### config.mk
export PLATFORM = sky130hd
export DESIGN_NAME = binary_min_heap_top_flat
export DESIGN_NICKNAME = d
export VERILOG_FILES = /design/src/hw/rtl/bmh_pkg.sv /design/src/hw/rtl/bmh_req_if.sv /design/src/hw/rtl/bmh_rsp_if.sv /design/src/hw/rtl/bmh_ram.sv /design/src/hw/rtl/bmh_seq.sv /design/src/hw/rtl/binary_min_heap_top.sv /design/src/flat_wrapper.sv
export VERILOG_INCLUDE_DIRS = /design/src /design/src/hw/rtl
export SDC_FILE = /design/constraint.sdc
export NUM_CORES = 2
export LEC_CHECK = 0
export BUFFER_PORTS_ARGS = -buffer_cell sky130_fd_sc_hd__buf_2
export CORE_ASPECT_RATIO = 1.4
export CORE_MARGIN = 2
export CORE_UTILIZATION = 55
export DETAILED_ROUTE_END_ITERATION = 16
export PLACE_DENSITY_LB_ADDON = 0.3
export SYNTH_ARGS = -nofsm -noshare
export SYNTH_HDL_FRONTEND = slang
export SYNTH_HIERARCHICAL = 1
export SYNTH_SLANG_ARGS = --single-unit
### constraint.sdc
create_clock -name clock -period 15.18 [get_ports clock]
set_input_delay 4.554 -clock clock [delete_from_list [all_inputs] [get_ports clock]]
set_output_delay 4.554 -clock clock [all_outputs]
set_load 0.02 [all_outputs]
### src/hw/rtl/binary_min_heap_top_assert.svh
// Assertion macros for the binary min-heap.
`ifndef BINARY_MIN_HEAP_TOP_ASSERT_SVH
`define BINARY_MIN_HEAP_TOP_ASSERT_SVH

// Check that an expression holds at every clock edge outside reset.
`define BMH_ASSERT_ALWAYS(name, clk, rst, expr, msg) \
   name: assert property (@(posedge clk) disable iff (rst) (expr)) else $error(msg);

// Check that a condition is followed by a consequence in the next clock cycle.
`define BMH_ASSERT_NEXT(name, clk, rst, ante, cons, msg) \
   name: assert property (@(posedge clk) disable iff (rst) (ante) |=> (cons)) else $error(msg);

`endif

### src/hw/rtl/bmh_pkg.sv
`timescale 1ns / 1ps

package bmh_pkg;

   localparam int KEY_W        = 32;
   localparam int OCC_W        = 7;
   localparam int CAPACITY_DEF = 64;
   localparam int PC_W         = 4;

   typedef enum logic [1:0] {
      ACT_INSERT = 2'd0,
      ACT_REMOVE = 2'd1,
      ACT_PEEK   = 2'd2,
      ACT_NOP    = 2'd3
   } action_type;

   typedef enum logic [1:0] {
      ST_OK    = 2'd0,
      ST_EMPTY = 2'd1,
      ST_FULL  = 2'd2
   } status_type;

   // datapath operation of one microcode step
   typedef enum logic [3:0] {
      UOP_IDLE,
      UOP_UP_INIT,
      UOP_UP_RD,
      UOP_UP_CMP,
      UOP_PLACE,
      UOP_DN_ROOT,
      UOP_DN_LAST,
      UOP_DN_INIT,
      UOP_DN_LEFT,
      UOP_DN_RIGHT,
      UOP_DN_CMP,
      UOP_PK_RD,
      UOP_PK_LATCH,
      UOP_NOP,
      UOP_FINISH
   } uop_type;

   // jump condition: taken jumps to target, otherwise step to pc + 1 (dispatch enters the handler or holds)
   typedef enum logic [2:0] {
      COND_NEXT,
      COND_ALWAYS,
      COND_DISPATCH,
      COND_POS_ZERO,
      COND_UP_MOVE,
      COND_NO_LEFT,
      COND_DN_MOVE,
      COND_RSP_BUSY
   } cond_type;

   typedef logic [PC_W-1:0] pc_type;

   typedef struct packed {
      uop_type  uop;
      cond_type cond;
      pc_type   target;
   } ctrl_type;

   typedef struct packed {
      logic   go;
      pc_type disp_pc;
      logic   pos_zero;
      logic   up_move;
      logic   no_left;
      logic   dn_move;
      logic   rsp_busy;
   } flags_type;

   // step addresses
   localparam pc_type PC_IDLE     = 4'd0;
   localparam pc_type PC_UP_INIT  = 4'd1;
   localparam pc_type PC_UP_RD    = 4'd2;
   localparam pc_type PC_UP_CMP   = 4'd3;
   localparam pc_type PC_UP_PLACE = 4'd4;
   localparam pc_type PC_DN_ROOT  = 4'd5;
   localparam pc_type PC_DN_LAST  = 4'd6;
   localparam pc_type PC_DN_INIT  = 4'd7;
   localparam pc_type PC_DN_LEFT  = 4'd8;
   localparam pc_type PC_DN_RIGHT = 4'd9;
   localparam pc_type PC_DN_CMP   = 4'd10;
   localparam pc_type PC_DN_PLACE = 4'd11;
   localparam pc_type PC_PK_RD    = 4'd12;
   localparam pc_type PC_PK_LATCH = 4'd13;
   localparam pc_type PC_SPARE    = 4'd14;
   localparam pc_type PC_FINISH   = 4'd15;

   // microcode store
   function automatic ctrl_type ucode(input pc_type pc);
      ctrl_type cw;
      unique case (pc)
         PC_IDLE:     cw = '{UOP_IDLE,     COND_DISPATCH, PC_IDLE};
         PC_UP_INIT:  cw = '{UOP_UP_INIT,  COND_NEXT,     PC_IDLE};
         PC_UP_RD:    cw = '{UOP_UP_RD,    COND_POS_ZERO, PC_UP_PLACE};
         PC_UP_CMP:   cw = '{UOP_UP_CMP,   COND_UP_MOVE,  PC_UP_RD};
         PC_UP_PLACE: cw = '{UOP_PLACE,    COND_ALWAYS,   PC_FINISH};
         PC_DN_ROOT:  cw = '{UOP_DN_ROOT,  COND_NEXT,     PC_IDLE};
         PC_DN_LAST:  cw = '{UOP_DN_LAST,  COND_NEXT,     PC_IDLE};
         PC_DN_INIT:  cw = '{UOP_DN_INIT,  COND_NEXT,     PC_IDLE};
         PC_DN_LEFT:  cw = '{UOP_DN_LEFT,  COND_NO_LEFT,  PC_DN_PLACE};
         PC_DN_RIGHT: cw = '{UOP_DN_RIGHT, COND_NEXT,     PC_IDLE};
         PC_DN_CMP:   cw = '{UOP_DN_CMP,   COND_DN_MOVE,  PC_DN_LEFT};
         PC_DN_PLACE: cw = '{UOP_PLACE,    COND_ALWAYS,   PC_FINISH};
         PC_PK_RD:    cw = '{UOP_PK_RD,    COND_NEXT,     PC_IDLE};
         PC_PK_LATCH: cw = '{UOP_PK_LATCH, COND_ALWAYS,   PC_FINISH};
         PC_SPARE:    cw = '{UOP_NOP,      COND_ALWAYS,   PC_IDLE};
         PC_FINISH:   cw = '{UOP_FINISH,   COND_RSP_BUSY, PC_FINISH};
      endcase
      return cw;
   endfunction

endpackage

### src/hw/rtl/bmh_req_if.sv
`timescale 1ns / 1ps

interface bmh_req_if;
   logic                               valid;
   logic                               ready;
   logic [1:0]                         action;
   logic signed [bmh_pkg::KEY_W-1:0]   key_in;

   modport source (output valid, output action, output key_in, input ready);
   modport sink   (input valid, input action, input key_in, output ready);
endinterface

### src/hw/rtl/bmh_rsp_if.sv
`timescale 1ns / 1ps

interface bmh_rsp_if;
   logic                               valid;
   logic                               ready;
   logic signed [bmh_pkg::KEY_W-1:0]   key_out;
   logic [1:0]                         status;
   logic [bmh_pkg::OCC_W-1:0]          occupancy;

   modport source (output valid, output key_out, output status, output occupancy,
                   input ready);
   modport sink   (input valid, input key_out, input status, input occupancy,
                   output ready);
endinterface

### src/hw/rtl/bmh_ram.sv
`timescale 1ns / 1ps

module bmh_ram #(
   parameter int DEPTH = bmh_pkg::CAPACITY_DEF,
   parameter int AW    = $clog2(bmh_pkg::CAPACITY_DEF)
) (
   input  logic                             clock,
   input  logic                             wr_en,
   input  logic [AW-1:0]                    wr_addr,
   input  logic signed [bmh_pkg::KEY_W-1:0] wr_data,
   input  logic [AW-1:0]                    rd_addr,
   output logic signed [bmh_pkg::KEY_W-1:0] rd_data
);

   logic signed [bmh_pkg::KEY_W-1:0] mem [DEPTH];
   logic signed [bmh_pkg::KEY_W-1:0] rd_data_ff;

   always_ff @(posedge clock) begin
      if (wr_en) begin
         mem[wr_addr] <= wr_data;
      end
   end

   always_ff @(posedge clock) begin
      rd_data_ff <= mem[rd_addr];
   end

   assign rd_data = rd_data_ff;

endmodule

### src/hw/rtl/bmh_seq.sv
`timescale 1ns / 1ps

module bmh_seq (
   input  logic                clock,
   input  logic                reset,
   input  bmh_pkg::flags_type  flags,
   output bmh_pkg::ctrl_type   ctrl
);

   bmh_pkg::pc_type pc_ff;
   bmh_pkg::pc_type pc_in;
   logic            taken;

   always_ff @(posedge clock) begin
      if (reset) begin
         pc_ff <= bmh_pkg::PC_IDLE;
      end else begin
         pc_ff <= pc_in;
      end
   end

   always_comb begin
      ctrl  = bmh_pkg::ucode(pc_ff);
      taken = 1'b0;
      unique case (ctrl.cond)
         bmh_pkg::COND_NEXT:     taken = 1'b0;
         bmh_pkg::COND_ALWAYS:   taken = 1'b1;
         bmh_pkg::COND_DISPATCH: taken = 1'b1;
         bmh_pkg::COND_POS_ZERO: taken = flags.pos_zero;
         bmh_pkg::COND_UP_MOVE:  taken = flags.up_move;
         bmh_pkg::COND_NO_LEFT:  taken = flags.no_left;
         bmh_pkg::COND_DN_MOVE:  taken = flags.dn_move;
         bmh_pkg::COND_RSP_BUSY: taken = flags.rsp_busy;
         default:                taken = 1'b0;
      endcase
      // dispatch: hold while no item waits, else enter the handler
      priority if (ctrl.cond == bmh_pkg::COND_DISPATCH) begin
         pc_in = flags.go ? flags.disp_pc : pc_ff;
      end else if (taken) begin
         pc_in = ctrl.target;
      end else begin
         pc_in = pc_ff + bmh_pkg::pc_type'(1);
      end
   end

endmodule

### src/hw/rtl/binary_min_heap_top.sv
`timescale 1ns / 1ps

// Binary min-heap priority queue of signed 32-bit keys, one operation per item: insert,
// remove the minimum or peek at the minimum. Every item yields one result with the key
// removed or peeked (zero otherwise), a status (ok, empty, full) and the occupancy after
// the operation. Items are handled one at a time by a 16-step microcode program driving a
// datapath around a key memory with one write port and one registered read port. An
// insert spends a read-then-compare pair of steps per level and a remove spends three
// steps per level (left read, right read, compare). A finished result sits in an output
// register, so the next item is taken while it waits; only the final step stalls when
// that register is still full. The heap starts empty after reset and needs no clearing
// pass.

`include "binary_min_heap_top_assert.svh"

module binary_min_heap_top #(
   parameter int CAPACITY = bmh_pkg::CAPACITY_DEF
) (
   input  logic        clock,
   input  logic        reset,
   bmh_req_if.sink     req_chan,
   bmh_rsp_if.source   rsp_chan
);

   localparam int AW = $clog2(CAPACITY);
   localparam int CW = $clog2(CAPACITY + 1);
   localparam int IW = AW + 2;
   localparam int KW = bmh_pkg::KEY_W;

   bmh_pkg::ctrl_type  ctrl;
   bmh_pkg::flags_type flags;

   // datapath registers
   logic [CW-1:0]          cnt_ff, cnt_in;
   logic [AW-1:0]          pos_ff, pos_in;
   logic signed [KW-1:0]   key_ff, key_in;
   logic signed [KW-1:0]   left_ff, left_in;
   logic signed [KW-1:0]   kout_ff, kout_in;
   bmh_pkg::status_type    status_ff, status_in;

   // result register
   logic                   rsp_valid_ff, rsp_valid_in;
   logic signed [KW-1:0]   rsp_key_ff, rsp_key_in;
   bmh_pkg::status_type    rsp_status_ff, rsp_status_in;
   logic [bmh_pkg::OCC_W-1:0] rsp_occ_ff, rsp_occ_in;

   // memory port
   logic                   wr_en;
   logic [AW-1:0]          wr_addr;
   logic signed [KW-1:0]   wr_data;
   logic [AW-1:0]          rd_addr;
   logic signed [KW-1:0]   rd_data;

   // index and compare logic
   logic                   accept;
   logic                   is_full, is_empty;
   logic [AW-1:0]          parent_idx;
   logic [IW-1:0]          left_idx, right_idx, cnt_wide;
   logic                   right_ok, take_right;
   logic signed [KW-1:0]   pick_val;
   logic [AW-1:0]          pick_idx;
   bmh_pkg::status_type    acc_status;
   bmh_pkg::pc_type        acc_pc;

   // step decode used by the checks at the end
   logic                   in_idle, in_finish, fin_free;

   bmh_seq u_seq (
      .clock (clock),
      .reset (reset),
      .flags (flags),
      .ctrl  (ctrl)
   );

   bmh_ram #(
      .DEPTH (CAPACITY),
      .AW    (AW)
   ) u_ram (
      .clock   (clock),
      .wr_en   (wr_en),
      .wr_addr (wr_addr),
      .wr_data (wr_data),
      .rd_addr (rd_addr),
      .rd_data (rd_data)
   );

   assign in_idle   = (ctrl.uop == bmh_pkg::UOP_IDLE);
   assign in_finish = (ctrl.uop == bmh_pkg::UOP_FINISH);
   assign fin_free  = in_finish && !flags.rsp_busy;

   // take a new item only in the idle step
   assign req_chan.ready = in_idle;
   assign accept         = req_chan.valid && req_chan.ready;

   assign is_full    = (cnt_ff == CW'(CAPACITY));
   assign is_empty   = (cnt_ff == '0);
   assign parent_idx = (pos_ff - AW'(1)) >> 1;
   assign left_idx   = {1'b0, pos_ff, 1'b1};
   assign right_idx  = left_idx + IW'(1);
   assign cnt_wide   = IW'(cnt_ff);

   // pick the right child only when it exists and is strictly smaller
   assign right_ok   = (right_idx < cnt_wide);
   assign take_right = right_ok && (rd_data < left_ff);
   assign pick_val   = take_right ? rd_data : left_ff;
   assign pick_idx   = take_right ? right_idx[AW-1:0] : left_idx[AW-1:0];

   // status and handler entry for the arriving item
   always_comb begin
      acc_status = bmh_pkg::ST_OK;
      acc_pc     = bmh_pkg::PC_FINISH;
      unique case (req_chan.action)
         bmh_pkg::ACT_INSERT: begin
            if (is_full) begin
               acc_status = bmh_pkg::ST_FULL;
            end else begin
               acc_pc = bmh_pkg::PC_UP_INIT;
            end
         end
         bmh_pkg::ACT_REMOVE: begin
            if (is_empty) begin
               acc_status = bmh_pkg::ST_EMPTY;
            end else begin
               acc_pc = bmh_pkg::PC_DN_ROOT;
            end
         end
         bmh_pkg::ACT_PEEK: begin
            if (is_empty) begin
               acc_status = bmh_pkg::ST_EMPTY;
            end else begin
               acc_pc = bmh_pkg::PC_PK_RD;
            end
         end
         default: begin
            // unused code: report ok and leave the heap alone
            acc_status = bmh_pkg::ST_OK;
            acc_pc     = bmh_pkg::PC_FINISH;
         end
      endcase
   end

   // jump conditions for the sequencer
   always_comb begin
      flags.go       = req_chan.valid;
      flags.disp_pc  = acc_pc;
      flags.pos_zero = (pos_ff == '0);
      flags.up_move  = (key_ff < rd_data);
      flags.no_left  = (left_idx >= cnt_wide);
      flags.dn_move  = (pick_val < key_ff);
      flags.rsp_busy = rsp_valid_ff && !rsp_chan.ready;
   end

   // datapath controlled by the current microcode step
   always_comb begin
      cnt_in    = cnt_ff;
      pos_in    = pos_ff;
      key_in    = key_ff;
      left_in   = left_ff;
      kout_in   = kout_ff;
      status_in = status_ff;
      wr_en     = 1'b0;
      wr_addr   = pos_ff;
      wr_data   = key_ff;
      rd_addr   = '0;

      rsp_key_in    = rsp_key_ff;
      rsp_status_in = rsp_status_ff;
      rsp_occ_in    = rsp_occ_ff;
      // drop the result once taken
      rsp_valid_in  = rsp_valid_ff && !rsp_chan.ready;

      unique case (ctrl.uop)
         bmh_pkg::UOP_IDLE: begin
            if (accept) begin
               key_in    = req_chan.key_in;
               kout_in   = '0;
               status_in = acc_status;
            end
         end
         bmh_pkg::UOP_UP_INIT: begin
            // open a hole at the end of the heap
            pos_in = AW'(cnt_ff);
            cnt_in = cnt_ff + CW'(1);
         end
         bmh_pkg::UOP_UP_RD: begin
            rd_addr = parent_idx;
         end
         bmh_pkg::UOP_UP_CMP: begin
            // move the parent down into the hole and climb
            if (flags.up_move) begin
               wr_en   = 1'b1;
               wr_data = rd_data;
               pos_in  = parent_idx;
            end
         end
         bmh_pkg::UOP_PLACE: begin
            wr_en   = 1'b1;
            wr_data = key_ff;
         end
         bmh_pkg::UOP_DN_ROOT: begin
            rd_addr = '0;
            cnt_in  = cnt_ff - CW'(1);
         end
         bmh_pkg::UOP_DN_LAST: begin
            kout_in = rd_data;
            rd_addr = AW'(cnt_ff);
         end
         bmh_pkg::UOP_DN_INIT: begin
            // last entry becomes the key that sinks from the root
            key_in = rd_data;
            pos_in = '0;
         end
         bmh_pkg::UOP_DN_LEFT: begin
            rd_addr = left_idx[AW-1:0];
         end
         bmh_pkg::UOP_DN_RIGHT: begin
            left_in = rd_data;
            rd_addr = right_idx[AW-1:0];
         end
         bmh_pkg::UOP_DN_CMP: begin
            // lift the smaller child into the hole and sink
            if (flags.dn_move) begin
               wr_en   = 1'b1;
               wr_data = pick_val;
               pos_in  = pick_idx;
            end
         end
         bmh_pkg::UOP_PK_RD: begin
            rd_addr = '0;
         end
         bmh_pkg::UOP_PK_LATCH: begin
            kout_in = rd_data;
         end
         bmh_pkg::UOP_NOP: begin
            wr_en = 1'b0;
         end
         bmh_pkg::UOP_FINISH: begin
            if (!flags.rsp_busy) begin
               rsp_valid_in  = 1'b1;
               rsp_key_in    = kout_ff;
               rsp_status_in = status_ff;
               rsp_occ_in    = bmh_pkg::OCC_W'(cnt_ff);
            end
         end
         default: begin
            wr_en = 1'b0;
         end
      endcase
   end

   always_ff @(posedge clock) begin
      if (reset) begin
         cnt_ff       <= '0;
         rsp_valid_ff <= 1'b0;
      end else begin
         cnt_ff       <= cnt_in;
         rsp_valid_ff <= rsp_valid_in;
      end
   end

   always_ff @(posedge clock) begin
      pos_ff        <= pos_in;
      key_ff        <= key_in;
      left_ff       <= left_in;
      kout_ff       <= kout_in;
      status_ff     <= status_in;
      rsp_key_ff    <= rsp_key_in;
      rsp_status_ff <= rsp_status_in;
      rsp_occ_ff    <= rsp_occ_in;
   end

   assign rsp_chan.valid     = rsp_valid_ff;
   assign rsp_chan.key_out   = rsp_key_ff;
   assign rsp_chan.status    = rsp_status_ff;
   assign rsp_chan.occupancy = rsp_occ_ff;

   // occupancy never passes the capacity
   `BMH_ASSERT_ALWAYS(a_cnt_range, clock, reset, cnt_ff <= CW'(CAPACITY), "count overflow")
   // an accepted item always leaves the idle step
   `BMH_ASSERT_NEXT(a_dispatch, clock, reset, accept, !in_idle, "item not dispatched")
   // a final step with a free output register presents a result
   `BMH_ASSERT_NEXT(a_finish, clock, reset, fin_free, rsp_valid_ff && in_idle, "no result")
   // memory writes happen only inside an item's program
   `BMH_ASSERT_ALWAYS(a_wr_busy, clock, reset, !wr_en || !(in_idle || in_finish), "stray write")

endmodule

### src/flat_wrapper.sv
// flat-port wrapper written by rule: the top's interface ports become plain ports
module binary_min_heap_top_flat 
#(
   parameter int CAPACITY = bmh_pkg::CAPACITY_DEF
)
  (clock, reset, req_chan_valid, req_chan_action, req_chan_key_in, req_chan_ready, rsp_chan_valid, rsp_chan_key_out, rsp_chan_status, rsp_chan_occupancy, rsp_chan_ready);
  bmh_req_if req_chan_i ();
  bmh_rsp_if rsp_chan_i ();
  input  logic clock;
  input  logic reset;
  input wire logic [$bits(req_chan_i.valid)-1:0] req_chan_valid;
  input wire logic [$bits(req_chan_i.action)-1:0] req_chan_action;
  input wire logic [$bits(req_chan_i.key_in)-1:0] req_chan_key_in;
  output wire logic [$bits(req_chan_i.ready)-1:0] req_chan_ready;
  output wire logic [$bits(rsp_chan_i.valid)-1:0] rsp_chan_valid;
  output wire logic [$bits(rsp_chan_i.key_out)-1:0] rsp_chan_key_out;
  output wire logic [$bits(rsp_chan_i.status)-1:0] rsp_chan_status;
  output wire logic [$bits(rsp_chan_i.occupancy)-1:0] rsp_chan_occupancy;
  input wire logic [$bits(rsp_chan_i.ready)-1:0] rsp_chan_ready;
  assign req_chan_i.valid = req_chan_valid;
  assign req_chan_i.action = req_chan_action;
  assign req_chan_i.key_in = req_chan_key_in;
  assign req_chan_ready = req_chan_i.ready;
  assign rsp_chan_valid = rsp_chan_i.valid;
  assign rsp_chan_key_out = rsp_chan_i.key_out;
  assign rsp_chan_status = rsp_chan_i.status;
  assign rsp_chan_occupancy = rsp_chan_i.occupancy;
  assign rsp_chan_i.ready = rsp_chan_ready;
  binary_min_heap_top #(.CAPACITY(CAPACITY)) u_core (.clock(clock), .reset(reset), .req_chan(req_chan_i), .rsp_chan(rsp_chan_i));
endmodule
-- Word level (Yosys, flattened, before mapping)
Memory sizes are Yosys's and may differ from the RTL's. A register that Yosys moved wholly into a read port is not among the register bits.
Cells that the tools add are included.
- register bits: 157
- memory bits (writable): 2048
- memory bits (read-only): 176
- output and inout bits: 43
- word-level logic and storage cells: 104
- memories: 2
- add/subtract/negate cells: 5
- $lt $le $gt $ge: 5
- eq/ne operators: 26
- muxes and demuxes: 33
- bitwise gates (word level): 1
- reductions and logical operators: 21
- memories (name ; words ; width ; read ports ; clocked after memory_dff ; wr ports ; RTL line ; text):
    u_core.u_ram.mem ; 64 ; 32 ; 1 ; 1 ; 1 ; bmh_ram.sv:15 ; logic signed [bmh_pkg::KEY_W-1:0] mem [DEPTH];
    (name not given) ; 16 ; 11 ; 1 ; 1 ; 0 ; bmh_pkg.sv:93 ; unique case (pc)
- operator list (kind ; number):
    32-bit one-hot mux with 2 select lines ; 3
    32-bit 2-to-1 mux ; 5
    32-bit < comparator ; 3
    6-bit one-hot mux with 4 select lines ; 2
    4-bit 2-to-1 mux ; 7
    4-bit == test, second input constant ; 5
    6-bit 2-to-1 mux ; 3
    4-bit by 3-bit == test with 1-bit output, second input constant ; 4
    7-bit one-hot mux with 2 select lines ; 1
    3-bit == test, second input constant ; 4
    4-bit one-hot mux with 3 select lines ; 1
    7-bit by 1-bit adder with 8-bit output, second input constant ; 1
    4-bit by 2-bit == test with 1-bit output, second input constant ; 2
    8-bit by 7-bit < comparator with 1-bit output ; 1
    2-bit AND reduction ; 4
    7-bit by 1-bit adder with 7-bit output, second input constant ; 1
    7-bit == test, second input constant ; 1
    7-bit greater-or-equal comparator ; 1
    7-bit logical NOT ; 1
    1-bit one-hot mux with 7 select lines ; 1
    7-bit by 1-bit subtractor with 7-bit output, second input constant ; 1
    3-bit by 2-bit == test with 1-bit output, second input constant ; 2
    6-bit logical NOT ; 1
    1-bit 2-to-1 mux ; 6
    other kinds (21) ; 30

-- Logic depth before layout (Yosys ltp)
- word-level depth: 10
- mapped depth: 30

-- Cells and area by module
The synthesis kept the hierarchy.
- modules (own cells, without submodules) (module ; instances ; cells an instance ; area an instance (µm²) ; sequential area each (µm²)):
    bmh_ram ; 1 ; 3324 ; 78515.3 ; 62139.6
    binary_min_heap_top ; 1 ; 1018 ; 10034.6 ; 4514.3
    bmh_seq ; 1 ; 100 ; 1008.5 ; 300.3

-- Worst setup path after synthesis
OpenSTA, ideal clock, no wires.
- path kind: flip-flop to flip-flop
- start point: register u_core.left_ff[7]
- end point: memory u_core/u_ram/mem[48][0] (netlist name) (enable)
- setup time: 0.461 ns
- arrival time: 7.610 ns
- required time: 14.719 ns
- setup slack: 7.109 ns
- cell stages (with the launch flop): 27
- buffers on the path: 2
- period minus slack after synthesis: 8.071 ns
- path through: edfxtp_1 -> inv_1 -> ha_1 -> nand2_1 -> nor3_1 -> a21oi_1 -> o41ai_2 -> a21oi_1 -> xnor2_1 -> clkbuf_1 -> nor3_1 -> a21oi_1 -> inv_1 -> ha_1 -> a21o_1 -> a21o_1 -> a2111oi_0 -> a211oi_1 -> o21a_1 -> a21oi_1 -> or4b_1 -> a2bb2oi_2 -> buf_6 -> a21o_1 -> nor2b_1 -> nand4b_1 -> nor3_1
- word-level cells in the longest chain between the ends: 8
- ends and longest elaborated chain (element ; RTL line ; text):
    start: declaration ; binary_min_heap_top.sv:37 ; logic signed [KW-1:0] left_ff, left_in;
    start signal: assignment ; binary_min_heap_top.sv:264 ; left_ff <= left_in;
    32-bit < comparator ; binary_min_heap_top.sv:104 ; assign take_right = right_ok && (rd_data < left_ff);
    1-bit logical AND ; binary_min_heap_top.sv:104 ;
    32-bit 2-to-1 mux (*) ; binary_min_heap_top.sv:105 ; assign pick_val = take_right ? rd_data : left_ff;
    32-bit < comparator (*) ; binary_min_heap_top.sv:149 ; flags.dn_move = (pick_val < key_ff);
    1-bit 2-to-1 mux (*) ; binary_min_heap_top.sv:222 ; if (flags.dn_move) begin
    1-bit one-hot mux with 3 select lines (*) ; binary_min_heap_top.sv:172 ; unique case (ctrl.uop)
    net u_core.wr_en ; binary_min_heap_top.sv:48 ; logic wr_en;
    1-bit 2-to-1 mux (*) ; bmh_ram.sv:19 ; if (wr_en) begin
    1-bit 2-to-1 mux (implied by the code) (*) ; bmh_ram.sv:20 ; mem[wr_addr] <= wr_data;
    end: declaration ; bmh_ram.sv:15 ;
Mark *: on every way through the listed nets, which the timed path passes. The rest lies on a longest branch.

-- Final worst setup path
- start point: register u_core.left_ff[31]
- end point: memory u_core/u_ram/mem[36][29] (netlist name) (enable)
The elaborated chain is that of the path after synthesis.

==> flow_summary.json <==
{
  "clk_latency_ns": 0.85,
  "worstPathMaxFanout": 32,
  "grt_pass1_vias": 45300,
  "port_buffers": 80,
  "hold_class": "flop to flop",
  "cts_resized": 0,
  "yosysSeqAreaShare_pct": 74.8,
  "fin_worst_skew_ns": 0.0408,
  "max_freq_ghz": 0.104,
  "syn_area_um2": 89600,
  "wl_met3_mm": 16.4,
  "grt_max_degree": 112,
  "area_delta_synth_final_pct": 11.3,
  "r2r_slack_ns": 5.53,
  "r2r_cells": 24,
  "crit_type": "flop to flop",
  "antenna_found_initial": 9,
  "final_cell_mix": "edfxtp_1, mux4_2, clkbuf_16",
  "power.static_leakage_nw": 31.2,
  "min_path_cells": 0,
  "clockBufferDepth": 3,
  "r2r-end": "u_core/u_ram/mem[36][29]",
  "core-area_um2": 162000,
  "dr.pass1.iters": 6,
  "synthDistinctLibCells": 83,
  "switching_share_pct": 34.5,
  "final_max_slew_viol_count": 0,
  "synth_top_area_cell": "edfxtp_1",
  "path_clk_slew_ns": 0.07,
  "hold_path_end": "u_core/rsp_chan.key_out[23]",
  "cap_violations": 0,
  "final_util_pct": 61.5,
  "post_cts_buffers": 0,
  "overflow": 0,
  "ys.flop_type": "edfxtp_1",
  "drtIter0Drc": 5741,
  "r2r_start": "u_core/left_ff[31]",
  "path_cells": "inv_1 -> ha_1 -> nand4_1 -> nor4_1 -> a21oi_1 -> xnor2_1 -> nand2_1 -> buf_4 -> a21oi_1 -> inv_1 -> ha_1 -> a21o_1 -> a21o_1 -> a2111oi_0 -> a211oi_1 -> o21a_1 -> a21oi_1 -> or4b_1 -> a2bb2oi_4 -> buf_4 -> a21o_1 -> nor2b_1 -> nand2_1 -> nor2_4",
  "cpPeakStageDelay_ns": 1.09,
  "synth-async-reset-ratio_pct": 0,
  "synth-edff-count": 2193,
  "max_slew_margin_pct": 13.4,
  "critPathLaunchType": "flop",
  "post-dp-hpwl_mm": 129,
  "min_from": "u_core/kout_ff[23]",
  "yosys_warnings": 6,
  "die-area_um2": 166000,
  "gp_congestion": 0.879,
  "period_minus_slack_ns": 9.65,
  "status": "completed",
  "wl_per_cell_um": 31.7,
  "drc": 0,
  "wl_met2_mm": 109,
  "synth_nets": 4605,
  "syn_area_per_cell_um2": 20.2,
  "setup_viol": 0,
  "slowest_stage": "nor2_4",
  "hold_ws_ns": 0.413,
  "drive_above_1_share_pct": 23.9,
  "seq_power_share_pct": 41.0,
  "initial_utilization_pct": 55.3,
  "cp.required_ns": 15.63,
  "cts_tree": "yes",
  "vdd_ir_drop_max_uv": 171,
  "grt_pass1_wl_mm": 316,
  "p_comb_share_pct": 33.4,
  "p_per_area_nw_per_um2": 191,
  "die_y_um": 481,
  "ant_nets": 0,
  "synth.area.top_cells": "edfxtp_1, mux4_2, ha_1",
  "nNetsFinal": 4777,
  "ios": 81,
  "p_int_mw": 12.5,
  "drt-met1-wl_mm": 78.4,
  "tritoncts_num_sinks": 2248,
  "cp_data_arrival_time_ns": 10.11,
  "vias": 44800,
  "rsz0062_at_grt": "false",
  "row_count": 175,
  "synth_top_area_share_pct": 73.5,
  "pwr-share-clk_pct": 25.6,
  "period_share_pct": 63.6,
  "synthesis.instances": 4442,
  "die_w_um": 345,
  "postCtsHoldBufs": 0,
  "drt_wl_total_mm": 219,
  "final_hold_viol_count": 0,
  "cp_top_family": "simple AND/OR/NAND/NOR gates",
  "cp_num_buf_inv": 4,
  "cts_buffers": 195,
  "top_layer": "met5",
  "h-tree-depth": 4,
  "vias_per_cell": 6.49,
  "end_kind": "flop",
  "ys_ff_latch": 2248,
  "clock-root-buffer": "clkbuf_16",
  "worstMarginPinSlew_ns": 1.30,
  "setup_tns_ns": 0,
  "grt_use_total_pct": 26.6,
  "mostFrequentLayoutCell": "edfxtp_1",
  "switchingPower_mw": 6.58
}
==> Yosys cell counts (33+ instances only) <==
master	instances
clkbuf_1	103
dfxtp_1	55
o22ai_1	88
o221ai_1	33
nor3_1	49
buf_2	59
mux2i_1	109
inv_1	159
mux4_2	544
a21oi_1	143
nand2_1	138
ha_1	124
edfxtp_1	2193
nor2_1	207
o21ai_0	64
==> worst max path at each step <==
| stage | startpoint | to | slack, ns | depth (start not counted) |
|---|---|---|---|---|
| 2_1_floorplan | u_core/left_ff[7] | u_core/u_ram/mem[48][0] | 7.11 | 26 |
| 3_3_place_gp | u_core/left_ff[31] | u_core/u_ram/mem[36][16] | 5.69 | 24 |
| 3_5_place_dp | u_core/left_ff[31] | u_core/u_ram/mem[36][9] | 5.55 | 24 |
| 4_1_cts | u_core/left_ff[31] | u_core/u_ram/mem[36][29] | 5.54 | 24 |
| 5_1_grt | u_core/pos_ff[2] | u_core/u_ram/mem[36][24] | 5.16 | 24 |
| 6_report | u_core/left_ff[31] | u_core/u_ram/mem[36][29] | 5.53 | 24 |
==> area by class of cell <==
class | count | area, µm²
flip-flops and latches | 2248 | 67000
well taps | 2124 | 2660
clock inverters | 112 | 971
fillers | 11000 | 62300
multi-input cells | 1811 | 21900
diodes | 4 | 10.0
repair buffers | 198 | 1370
clock buffers | 252 | 5250
inverters | 160 | 601
==> cell families (layout without fill, tap and decap cells) <==
family,Yosys count,count (layout),share of synthesized area (%)
buf+inv,383,722,1.88
flops,2248,2248,74.8
mux,660,660,15.0
fa+ha+maj,125,125,1.75
compound gates,472,472,3.63
other cells,0,4,0
simple gates,531,531,2.75
xor+xnor,23,23,0.225
==> through the flow <==
stage          setup slack [ns]  std cells  cell area [µm²]  total power [mW]
3_3_place_gp               5.69       6541            93400              14.2
5_1_grt                    5.16       6906            99700              19.7
2_1_floorplan              7.11       4442            89600              11.7
4_1_cts                    5.54       6905            99700              19.1
6_report                   5.53       6909            99700              19.1
3_5_place_dp               5.55       6541            93400              14.3
==> per-layer routing <==
metal	vias up	global-route usage, %
li1	18600	-
met1	23600	34.0
met2	2146	44.1
met3	451	3.73
met4	4	15.9
met5	-	0
==> registers in the layout (all words and copies together), names as in the netlist <==
register	cells
u_core/kout_ff	32
u_core/u_ram/rd_data	32
u_core/rsp_chan.valid	1
u_core/u_seq/pc_ff	4
u_core/pos_ff	6
u_core/rsp_chan.key_out	32
u_core/u_seq/ctrl	11
u_core/u_ram/mem	2048
u_core/rsp_chan.occupancy	7
u_core/left_ff	32
u_core/rsp_chan.status	2
u_core/status_ff	2
u_core/cnt_ff	7
u_core/key_ff	32
==> power groups by stage <==
stage / sequential [mW] / clock, mW / combinational (mW)
3_5_place_dp: 7.94 / 0 / 6.33
3_3_place_gp: 7.93 / 0 / 6.25
5_1_grt: 7.84 / 5.19 / 6.65
2_1_floorplan: 7.90 / 0 / 3.82
4_1_cts: 7.81 / 4.96 / 6.35
6_report: 7.82 / 4.89 / 6.37
(Power assumes the default switching activity.)
